$ cat src/hw/rtl/teq_pkg.sv
// Shared types, codes and constants of the timer event queue.
package teq_pkg;

  localparam int KEY_W   = 16;
  localparam int DELAY_W = 32;
  localparam int CLK_W   = 48;
  localparam int FIRE_W  = 5;

  localparam logic [FIRE_W-1:0]  MAX_FIRE     = 5'd16;
  localparam logic [DELAY_W-1:0] TTN_ALL_ONES = 32'hFFFF_FFFF;

  typedef enum logic [1:0] {
    ACT_SET     = 2'd0,
    ACT_CANCEL  = 2'd1,
    ACT_REPLACE = 2'd2,
    ACT_TICK    = 2'd3
  } action_t;

  typedef enum logic [1:0] {
    ST_OK        = 2'd0,
    ST_DUPLICATE = 2'd1,
    ST_FULL      = 2'd2,
    ST_NOT_FOUND = 2'd3
  } status_t;

  typedef enum logic [2:0] {
    S_IDLE,
    S_TICK,
    S_FIRE,
    S_FIND,
    S_REPL,
    S_INS,
    S_RESP
  } state_t;

  // Commands from the controller to the datapath.
  typedef struct packed {
    logic    load_item;
    logic    tick_adv;
    logic    scan_inc;
    logic    remove_scan;
    logic    remove_head;
    logic    insert;
    logic    load_out;
    logic    out_fired;
    logic    out_last;
    status_t out_status;
  } cmd_t;

  // Status from the datapath to the controller.
  typedef struct packed {
    logic scan_end;
    logic scan_hit;
    logic sooner;
    logic full;
    logic fire_ok;
    logic out_free;
  } sts_t;

endpackage

$ cat src/hw/rtl/timer_event_queue.sv
// Timer event queue: a bounded table of timer events held in expiry order.
//
// The input stream carries one request per item: in_tuser holds the action
// (set, cancel, replace if sooner, tick) and in_tdata the key and delay.
// The result stream carries one item per non-tick request and one item per
// fired event on a tick (one item if nothing fires); out_tlast marks the
// final result of a request. Every result reports time to next event,
// whether the table is empty and the event count.
// The block handles one request at a time. A set, cancel or replace scans
// the sorted table one slot a cycle for the key; inserts and removals shift
// the affected cells in parallel. A tick advances the clock, then removes
// and reports each due event from the head in turn, at most 16 events.
// Results sit in an output register, so the next request step can run
// while a result waits; when the receiver stalls, the block holds at its
// next result and takes no new request until that result is loaded into
// the output register.
// Reset empties the table and clears the millisecond clock to zero.
module timer_event_queue
  import teq_pkg::*;
#(
  parameter int DEPTH = 16
) (
  input  logic        clk,
  input  logic        rst_n,
  input  logic        in_tvalid,
  output logic        in_tready,
  input  logic [47:0] in_tdata,   // event_key [15:0], delay_ms [47:16]
  input  logic [1:0]  in_tuser,   // action [1:0]
  output logic        out_tvalid,
  input  logic        out_tready,
  output logic [55:0] out_tdata,  // fired_key [15:0], time_to_next [47:16],
                                  // queue_empty [48], event_count [53:49], zero [55:54]
  output logic [2:0]  out_tuser,  // status [1:0], fired_valid [2]
  output logic        out_tlast
);

  cmd_t    cmd;
  sts_t    sts;
  action_t in_action;

  assign in_action = action_t'(in_tuser);

  teq_ctrl u_ctrl (
    .clk       (clk),
    .rst_n     (rst_n),
    .in_tvalid (in_tvalid),
    .in_tready (in_tready),
    .in_action (in_action),
    .sts       (sts),
    .cmd       (cmd)
  );

  teq_dp #(
    .DEPTH (DEPTH)
  ) u_dp (
    .clk        (clk),
    .rst_n      (rst_n),
    .cmd        (cmd),
    .sts        (sts),
    .in_key     (in_tdata[KEY_W-1:0]),
    .in_delay   (in_tdata[KEY_W+DELAY_W-1:KEY_W]),
    .out_tvalid (out_tvalid),
    .out_tready (out_tready),
    .out_tdata  (out_tdata),
    .out_tuser  (out_tuser),
    .out_tlast  (out_tlast)
  );

endmodule

$ cat src/hw/rtl/teq_ctrl.sv
// Controller state machine of the timer event queue.
module teq_ctrl
  import teq_pkg::*;
(
  input  logic    clk,
  input  logic    rst_n,
  input  logic    in_tvalid,
  output logic    in_tready,
  input  action_t in_action,
  input  sts_t    sts,
  output cmd_t    cmd
);

  state_t  state_r, state_nxt;
  action_t act_r, act_nxt;
  status_t st_r, st_nxt;

  always_ff @(posedge clk) begin
    if (!rst_n) begin
      state_r <= S_IDLE;
      act_r   <= ACT_SET;
      st_r    <= ST_OK;
    end else begin
      state_r <= state_nxt;
      act_r   <= act_nxt;
      st_r    <= st_nxt;
    end
  end

  always_comb begin
    state_nxt = state_r;
    act_nxt   = act_r;
    st_nxt    = st_r;
    in_tready = 1'b0;
    cmd       = '0;
    cmd.out_status = ST_OK;
    unique case (state_r)
      S_IDLE: begin
        in_tready = 1'b1;
        if (in_tvalid) begin
          cmd.load_item = 1'b1;
          act_nxt       = in_action;
          if (in_action == ACT_TICK) begin
            cmd.tick_adv = 1'b1;
            state_nxt    = S_TICK;
          end else begin
            state_nxt = S_FIND;
          end
        end
      end
      S_TICK: begin
        if (sts.fire_ok) begin
          cmd.remove_head = 1'b1;
          state_nxt       = S_FIRE;
        end else begin
          st_nxt    = ST_OK;
          state_nxt = S_RESP;
        end
      end
      S_FIRE: begin
        // The fire check here already sees the table without the event
        // just removed, so it tells whether this item is the last one.
        if (sts.out_free) begin
          cmd.load_out  = 1'b1;
          cmd.out_fired = 1'b1;
          cmd.out_last  = !sts.fire_ok;
          state_nxt     = sts.fire_ok ? S_TICK : S_IDLE;
        end
      end
      S_FIND: begin
        if (sts.scan_end) begin
          state_nxt = S_RESP;
          if (act_r == ACT_CANCEL) begin
            st_nxt = ST_NOT_FOUND;
          end else if (sts.full) begin
            st_nxt = ST_FULL;
          end else begin
            cmd.insert = 1'b1;
            st_nxt     = ST_OK;
          end
        end else if (sts.scan_hit) begin
          case (act_r)
            ACT_SET: begin
              st_nxt    = ST_DUPLICATE;
              state_nxt = S_RESP;
            end
            ACT_CANCEL: begin
              cmd.remove_scan = 1'b1;
              st_nxt          = ST_OK;
              state_nxt       = S_RESP;
            end
            ACT_REPLACE: begin
              state_nxt = S_REPL;
            end
            default: begin
              st_nxt    = ST_OK;
              state_nxt = S_RESP;
            end
          endcase
        end else begin
          cmd.scan_inc = 1'b1;
        end
      end
      S_REPL: begin
        st_nxt = ST_OK;
        if (sts.sooner) begin
          cmd.remove_scan = 1'b1;
          state_nxt       = S_INS;
        end else begin
          state_nxt = S_RESP;
        end
      end
      S_INS: begin
        cmd.insert = 1'b1;
        state_nxt  = S_RESP;
      end
      S_RESP: begin
        if (sts.out_free) begin
          cmd.load_out   = 1'b1;
          cmd.out_last   = 1'b1;
          cmd.out_status = st_r;
          state_nxt      = S_IDLE;
        end
      end
      default: state_nxt = S_IDLE;
    endcase
  end

endmodule

$ cat src/hw/rtl/teq_dp.sv
// Datapath of the timer event queue: clock, sorted slot cells and result register.
module teq_dp
  import teq_pkg::*;
#(
  parameter int DEPTH = 16
) (
  input  logic                  clk,
  input  logic                  rst_n,
  input  cmd_t                  cmd,
  output sts_t                  sts,
  input  logic [KEY_W-1:0]      in_key,
  input  logic [DELAY_W-1:0]    in_delay,
  output logic                  out_tvalid,
  input  logic                  out_tready,
  output logic [55:0]           out_tdata,
  output logic [2:0]            out_tuser,
  output logic                  out_tlast
);

  localparam int AW = (DEPTH > 1) ? $clog2(DEPTH) : 1;
  localparam int CW = $clog2(DEPTH + 1);

  logic [CLK_W-1:0]  clock_r;
  logic [KEY_W-1:0]  key_r [DEPTH];
  logic [CLK_W-1:0]  exp_r [DEPTH];
  logic [CW-1:0]     count_r;
  logic [CW-1:0]     scan_r;
  logic [FIRE_W-1:0] fire_cnt_r;
  logic [KEY_W-1:0]  item_key_r;
  logic [CLK_W-1:0]  item_exp_r;
  logic [KEY_W-1:0]  fired_key_r;

  logic              out_valid_r;
  logic [55:0]       out_data_r;
  logic [2:0]        out_user_r;
  logic              out_last_r;

  logic [KEY_W-1:0]  rd_key;
  logic [CLK_W-1:0]  rd_exp;
  logic [DEPTH-1:0]  ge;
  logic [DEPTH-1:0]  ins_en;
  logic [DEPTH-1:0]  rm_en;
  logic [CLK_W-1:0]  diff;
  logic [DELAY_W-1:0] ttn;
  logic [CW+4:0]     count_ext;

  assign rd_key = key_r[scan_r[AW-1:0]];
  assign rd_exp = exp_r[scan_r[AW-1:0]];

  assign sts.scan_end = (scan_r == count_r);
  assign sts.scan_hit = (scan_r != count_r) && (rd_key == item_key_r);
  assign sts.sooner   = (item_exp_r < rd_exp);
  assign sts.full     = (count_r == CW'(DEPTH));
  assign sts.fire_ok  = (count_r != '0) && (exp_r[0] < clock_r) && (fire_cnt_r < MAX_FIRE);
  assign sts.out_free = !out_valid_r || out_tready;

  // Each cell decides locally whether it moves, takes the new event or holds.
  always_comb begin
    for (int i = 0; i < DEPTH; i++) begin
      ge[i]     = (CW'(i) >= count_r) || (exp_r[i] > item_exp_r);
      ins_en[i] = (CW'(i) <= count_r) && ge[i];
      rm_en[i]  = cmd.remove_head || (cmd.remove_scan && (CW'(i) >= scan_r));
    end
  end

  for (genvar i = 0; i < DEPTH; i++) begin : g_cell
    logic [KEY_W-1:0] prev_key, next_key;
    logic [CLK_W-1:0] prev_exp, next_exp;
    logic             prev_ge;

    if (i == 0) begin : g_first
      assign prev_key = item_key_r;
      assign prev_exp = item_exp_r;
      assign prev_ge  = 1'b0;
    end else begin : g_mid
      assign prev_key = key_r[i-1];
      assign prev_exp = exp_r[i-1];
      assign prev_ge  = ge[i-1];
    end

    if (i == DEPTH - 1) begin : g_tail
      assign next_key = key_r[i];
      assign next_exp = exp_r[i];
    end else begin : g_body
      assign next_key = key_r[i+1];
      assign next_exp = exp_r[i+1];
    end

    always_ff @(posedge clk) begin
      if (cmd.insert && ins_en[i]) begin
        key_r[i] <= prev_ge ? prev_key : item_key_r;
        exp_r[i] <= prev_ge ? prev_exp : item_exp_r;
      end else if (rm_en[i]) begin
        key_r[i] <= next_key;
        exp_r[i] <= next_exp;
      end
    end
  end

  always_ff @(posedge clk) begin
    if (!rst_n) begin
      clock_r    <= '0;
      count_r    <= '0;
      scan_r     <= '0;
      fire_cnt_r <= '0;
    end else begin
      if (cmd.tick_adv) begin
        clock_r <= clock_r + CLK_W'(1);
      end
      if (cmd.insert) begin
        count_r <= count_r + CW'(1);
      end else if (cmd.remove_scan || cmd.remove_head) begin
        count_r <= count_r - CW'(1);
      end
      if (cmd.load_item) begin
        scan_r     <= '0;
        fire_cnt_r <= '0;
      end else begin
        if (cmd.scan_inc) begin
          scan_r <= scan_r + CW'(1);
        end
        if (cmd.remove_head) begin
          fire_cnt_r <= fire_cnt_r + FIRE_W'(1);
        end
      end
    end
  end

  always_ff @(posedge clk) begin
    if (cmd.load_item) begin
      item_key_r <= in_key;
      item_exp_r <= clock_r + {{(CLK_W - DELAY_W){1'b0}}, in_delay};
    end
    if (cmd.remove_head) begin
      fired_key_r <= key_r[0];
    end
  end

  // Time to the head event, saturated to 32 bits; all ones when the table is empty, zero when the head is overdue.
  always_comb begin
    diff = exp_r[0] - clock_r;
    if (count_r == '0) begin
      ttn = TTN_ALL_ONES;
    end else if (exp_r[0] < clock_r) begin
      ttn = '0;
    end else if (diff < {{(CLK_W - DELAY_W){1'b0}}, TTN_ALL_ONES}) begin
      ttn = diff[DELAY_W-1:0];
    end else begin
      ttn = TTN_ALL_ONES;
    end
  end

  assign count_ext = {5'b0, count_r};

  always_ff @(posedge clk) begin
    if (!rst_n) begin
      out_valid_r <= 1'b0;
    end else if (cmd.load_out) begin
      out_valid_r <= 1'b1;
    end else if (out_tready) begin
      out_valid_r <= 1'b0;
    end
  end

  always_ff @(posedge clk) begin
    if (cmd.load_out) begin
      out_data_r <= {2'b00, count_ext[4:0], (count_r == '0), ttn,
                     cmd.out_fired ? fired_key_r : {KEY_W{1'b0}}};
      out_user_r <= {cmd.out_fired, cmd.out_status};
      out_last_r <= cmd.out_last;
    end
  end

  assign out_tvalid = out_valid_r;
  assign out_tdata  = out_data_r;
  assign out_tuser  = out_user_r;
  assign out_tlast  = out_last_r;

endmodule

$ cat config.mk
export PLATFORM = sky130hd
export DESIGN_NAME = timer_event_queue
export DESIGN_NICKNAME = d
export VERILOG_FILES = /design/src/hw/rtl/teq_pkg.sv /design/src/hw/rtl/timer_event_queue.sv /design/src/hw/rtl/teq_ctrl.sv /design/src/hw/rtl/teq_dp.sv
export SDC_FILE = /design/constraint.sdc
export NUM_CORES = 2
export LEC_CHECK = 0
export BUFFER_PORTS_ARGS = -buffer_cell sky130_fd_sc_hd__buf_2
export CAP_MARGIN = 20
export CELL_PAD_IN_SITES_DETAIL_PLACEMENT = 0
export CELL_PAD_IN_SITES_GLOBAL_PLACEMENT = 1
export CORE_ASPECT_RATIO = 1.5
export CORE_UTILIZATION = 54
export DETAILED_ROUTE_END_ITERATION = 10
export PLACE_DENSITY = 0.87
export SKIP_CTS_REPAIR_TIMING = 1
export SLEW_MARGIN = 10
export SYNTH_ARGS = -nofsm -noshare
export SYNTH_HDL_FRONTEND = slang
export SYNTH_SLANG_ARGS = --single-unit
$ cat constraint.sdc
create_clock -name clk -period 11.3 [get_ports clk]
set_input_delay 2.26 -clock clk [delete_from_list [all_inputs] [get_ports clk]]
set_output_delay 2.26 -clock clk [all_outputs]
set_load 0.02 [all_outputs]
# == Word level (Yosys, flattened, before mapping) ==
# Memory sizes are Yosys's and may differ from the RTL's. A register that Yosys moved wholly into a read port is not among the register bits.
# Cells that the tools add are included.
# word_totals
ff_bits,209
mem_bits_rw,1024
inputBits,54
output_inout_bits,62
wordCells,438
memories,2
# classes
addsub,7
magnitude_cmp,68
n_eq_ne,19
muxes,193
bitwise_logic,33
reduce_logical,99
# memory_table
memory,depth,width,rd,rd_ports_with_merged_regs,write_ports,line_no,text
u_dp.exp_r,16,48,17,1,16,teq_dp.sv:25,logic [CLK_W-1:0] exp_r [DEPTH];
u_dp.key_r,16,16,17,1,16,teq_dp.sv:24,logic [KEY_W-1:0] key_r [DEPTH];
# op_table
operator,count
$mux 48,31
$gt 48x48->1,16
$mux 16,31
$mux 1,97
$lt 48x48->1,2
$ge 4x5->1 const A,16
$mux 32,2
$logic_and 1x1->1,51
$add 48x1->48 const B,1
$add 48x32->48,1
$lt 48x32->1 const B,1
$sub 48x48->48,1
$ge 3x5->1 const A,8
$le 4x5->1 const A,8
$logic_or 1x1->1,34
$or 1x1->1,32
$mux 3,8
$mux 2,11
$pmux 3 s7,1
$ge 1x5->1 const A,4
$ge 2x5->1 const A,4
$le 3x5->1 const A,4
$eq 16x16->1,1
$mux 4,4
30 further kinds,50

# == Longest topological paths before layout ==
# depth
depth_word,11
depth_mapped,25
ltp_nobuf,14

# == Modules after synthesis ==
# From an unflattened synthesis, not the netlist that was laid out.
# unflattened
hier_cells,8012
hier_area_um2,90847.1
# by_module_without_submodules
module,n_inst,cells_per_inst,area_per_inst_um2,seq_area_each_um2
teq_dp,1,7938,90330.4,36254.8
teq_ctrl,1,74,516.7,140.1

# == Worst setup path before layout ==
# No wires, ideal clock.
# synth_path
path_kind,register to register
startpoint,reg with a tool-made name
endpoint,"mem u_dp.exp_r[2][0], enable pin"
setup_ns,0.574
arrival_ns,8.143
t_required_ns,10.726
setup_slack_ns,2.583
stages_incl_launch_ff,26
n_path_buf,11
synth_period_minus_slack_ns,8.717
cell_sequence,dfxtp_1 -> buf_2 -> buf_6 -> buf_6 -> buf_4 -> buf_4 -> buf_2 -> buf_2 -> buf_1 -> mux4_2 -> mux4_2 -> inv_1 -> ha_1 -> a2111oi_0 -> o21ai_0 -> o21a_1 -> a221oi_1 -> o211ai_1 -> a211o_1 -> a2111o_1 -> a21oi_1 -> buf_2 -> a21oi_1 -> buf_6 -> buf_6 -> o21ai_0
# synth_lines
element,line_no
"end, declared",teq_dp.sv:25

==> metrics.txt <==
outcome completed; Synth Warn # 0; vias per cell ~7.3; crit path max fanout 70; gpl congestion between 1 and 1.5; Max Clk Rate approximately 120 MHz; slowest stage cell on the critical path dfxtp_4; H-tree depth 4; Clock Latency Late Sink between 0.8 and 0.9 ns; die area approximately 170000 um^2; synthesized area per cell roughly 12 um^2; port bufs about 110; clock sink count around 1.2k; Crit Path Class flip-flop to flip-flop; Max Slew Vio Count 0; buffers plus inverters on the worst setup path 4; HPWL Detailed between 200000 and 300000 um; Setup crit end kind flip-flop; crit start category flip-flop; CP required ~12 ns; # rows 186; Setup violations, final 0; CTS Buf Count 136; Post-synth EDFFs 1162; Seq/Total Area, Yosys 39.01%; gr ovfl total 0; Slew headroom approximately 4.5%; Yosys top cell by area edfxtp_1; share of cells above drive strength 1 about 30%; Int Pwr roughly 17 mW; final wirelength ~360000 um; via count approximately 72k; Final #Nets about 8.5k; CP top delay family compound AO/OA/AOI/OAI gates; root buffer cell clkbuf_16; Sequential Power Share around 31%; Setup TNS 0 ns; Final min period between 8 and 9 ns; Core Region approximately 170000 um^2; Switch Pwr 12.86 mW; drt pass-1 iters 6; DRT iter0 DRCs roughly 8.6k; # IOs between 100 and 150; Clock transition at path regs 0.06 ns; Sw Share 43.60%; Final Hold Viols 0; Synth Instances between 7k and 8k; CTS tree done; first-pass GRT wire length between 500000 and 600000 um; Residual DRC 0; effective utilization at floorplan 54.47%; Worst VDD drop about 0.38 mV; vias in the first global route about 73k; worst min-delay path class flip-flop to flip-flop; Final Cycle Share between 70% and 80%; gr usage total between 40% and 50%; Synth cell types slightly below 90; Final Power between 20 and 30 mW; Max stage delay on crit path between 0.9 and 1 ns; synthesized flop and latch total 1237; Worst Skew between 0.04 and 0.05 ns; WP data arrival 9.11 ns; Clk pwr share 16.1%; Post-DRT Antenna Nets 0; ys async rst share 0%; mapped cell area about 93000 um^2; CP cell instances buf_12 -> buf_12 -> mux4_2 -> mux4_2 -> inv_1 -> ha_1 -> a21oi_1 -> nor2_1 -> a2111oi_0 -> o21bai_1 -> a21oi_1 -> o21ai_0 -> a2111o_1 -> nand2_1 -> a31o_4 -> o21bai_4 -> buf_4; Pleak 36.31 nW; initial antenna violation count 24; maxcap violations 0; WL/cell between 30 and 40 um; Comb pwr share roughly 53%; RSZ-0062 raised after global routing false; Synth area leaders edfxtp_1 37%, mux2_2 17%, ha_1 12%; area share of the largest cell type after synthesis roughly 37%; largest net degree at the start of global routing 86; CTS Buffer Depth 3; Tightest Pin Transition 1.421 ns; top_reg_cell synth edfxtp_1; Die W approximately 340 um; P per Cell Area 290.8 nW/um^2; Die Ht slightly above 500 um; P&R area growth vs syn 8.716%
[placed cells by master (no fill, tap or decap), drive strengths merged, types with 184 or more instances in the layout]
| cell type | synthesis | final |
|---|---|---|
| mux2 | 1711 | 1711 |
| edfxtp | 1162 | 1162 |
| ha | 905 | 905 |
| o21ai | 383 | 383 |
| a21oi | 375 | 375 |
| mux4 | 307 | 307 |
| buf | 165 | 307 |
| nor2 | 262 | 262 |
| inv | 223 | 229 |
| nand2 | 199 | 199 |
| nand4 | 184 | 184 |
[final cells by class]
cell class                 instances  area [um^2]
timing repair buffer             309         2146
multi-input combinational       5668        54580
antenna                           18        45.04
clock buffer                     175         3620
clock inverter                    73        968.4
inverter                         223        839.6
sequential                      1237        36410
tap                             2256         2823
fill                           13790        69850
[flip-flops by register name (all words and copies together), names as in the netlist, named ones only]
name	count
u_dp.out_tlast	1
u_dp.g_cell.prev_exp	48
u_dp.out_tvalid	1
u_ctrl.state_r	3
u_dp.fired_key_r	16
u_dp.clock_r	48
u_dp.scan_r	5
u_dp.out_tuser	3
u_dp.g_cell.prev_key	16
u_ctrl.act_r	2
u_dp.fire_cnt_r	5
u_dp.exp_r	768
u_dp.key_r	256
u_dp.out_tdata	54
u_ctrl.st_r	2
u_dp.count_r	5
[through the flow]
step           hold WS [ns]  cells  setup slack (ns)  util [%]  area, um^2
2_1_floorplan        0.4408   7583             2.583         -       93310
3_3_place_gp         0.4588   9685             2.859     56.44       96670
3_5_place_dp         0.4609   9687             2.860     56.45       96680
4_1_cts              0.4738   9935             2.830     59.12      101300
5_1_grt              0.5093   9945             2.571     59.20      101400
6_report             0.4734   9959             2.627     59.22      101400
[power by group through the flow]
stage	registers (mW)	logic, mW	clock network, mW
after floorplan	8.50	10.2	0
after global placement	9.14	14.5	0
after detailed placement	9.19	15.0	0
after CTS	9.10	15.0	4.75
after global routing	9.29	16.2	4.89
final	9.24	15.5	4.74
[cells by family after synthesis]
| family | Yosys count | synth area share, % |
|---|---|---|
| AND/OR/NAND/NOR | 1150 | 6.301 |
| XOR/XNOR | 156 | 1.464 |
| multiplexers | 2079 | 28.72 |
| buffers and inverters | 678 | 3.137 |
| other | 1 | 0.004019 |
| adder cells (fa/ha/maj) | 907 | 12.18 |
| flip-flops | 1237 | 39.01 |
| AO/OA/AOI/OAI | 1374 | 9.191 |
[synthesized netlist by cell type (38+ instances only)]
cell / number
o211ai_1: 48
mux2_2: 1414
a21oi_1: 374
mux2_1: 297
nand2_1: 199
dfxtp_1: 75
nor2b_1: 73
buf_4: 39
buf_1: 38
mux2i_1: 61
o21ai_0: 378
a211oi_1: 40
buf_2: 68
nor2_1: 262
and3_1: 38
a21o_1: 167
edfxtp_1: 1162
a31oi_1: 92
nand3_1: 156
nor3_1: 75
o21a_1: 51
mux4_2: 307
clkbuf_1: 290
inv_1: 223
nand4_1: 184
ha_1: 905
xnor2_1: 125
[per-layer routing]
layer	GRT usage (%)	up-vias	routed length (um)
li1	-	29960	-
met1	43.60	35850	115900
met2	64.89	4967	166500
met3	10.04	1706	35250
met4	36.22	8	37790
met5	0	-	52
[tightest hold or removal path, stage by stage, from the launching register on]
cell	delay, ns
dfxtp_1	0.31
nand2b_1	0.06
a21oi_1	0.05
[worst paths after layout]
path,cells past startpoint,startpoint,end,slack (ns)
min reg2reg,2,u_ctrl.st_r[1],u_ctrl.st_r[1],0.47
max reg2reg,17,flip-flop,u_dp.exp_r[9][13],2.63
min,2,u_ctrl.st_r[1],u_ctrl.st_r[1],0.47
max,17,flip-flop,u_dp.exp_r[9][13],2.63
Note: power is estimated with default switching activity, not from simulation.
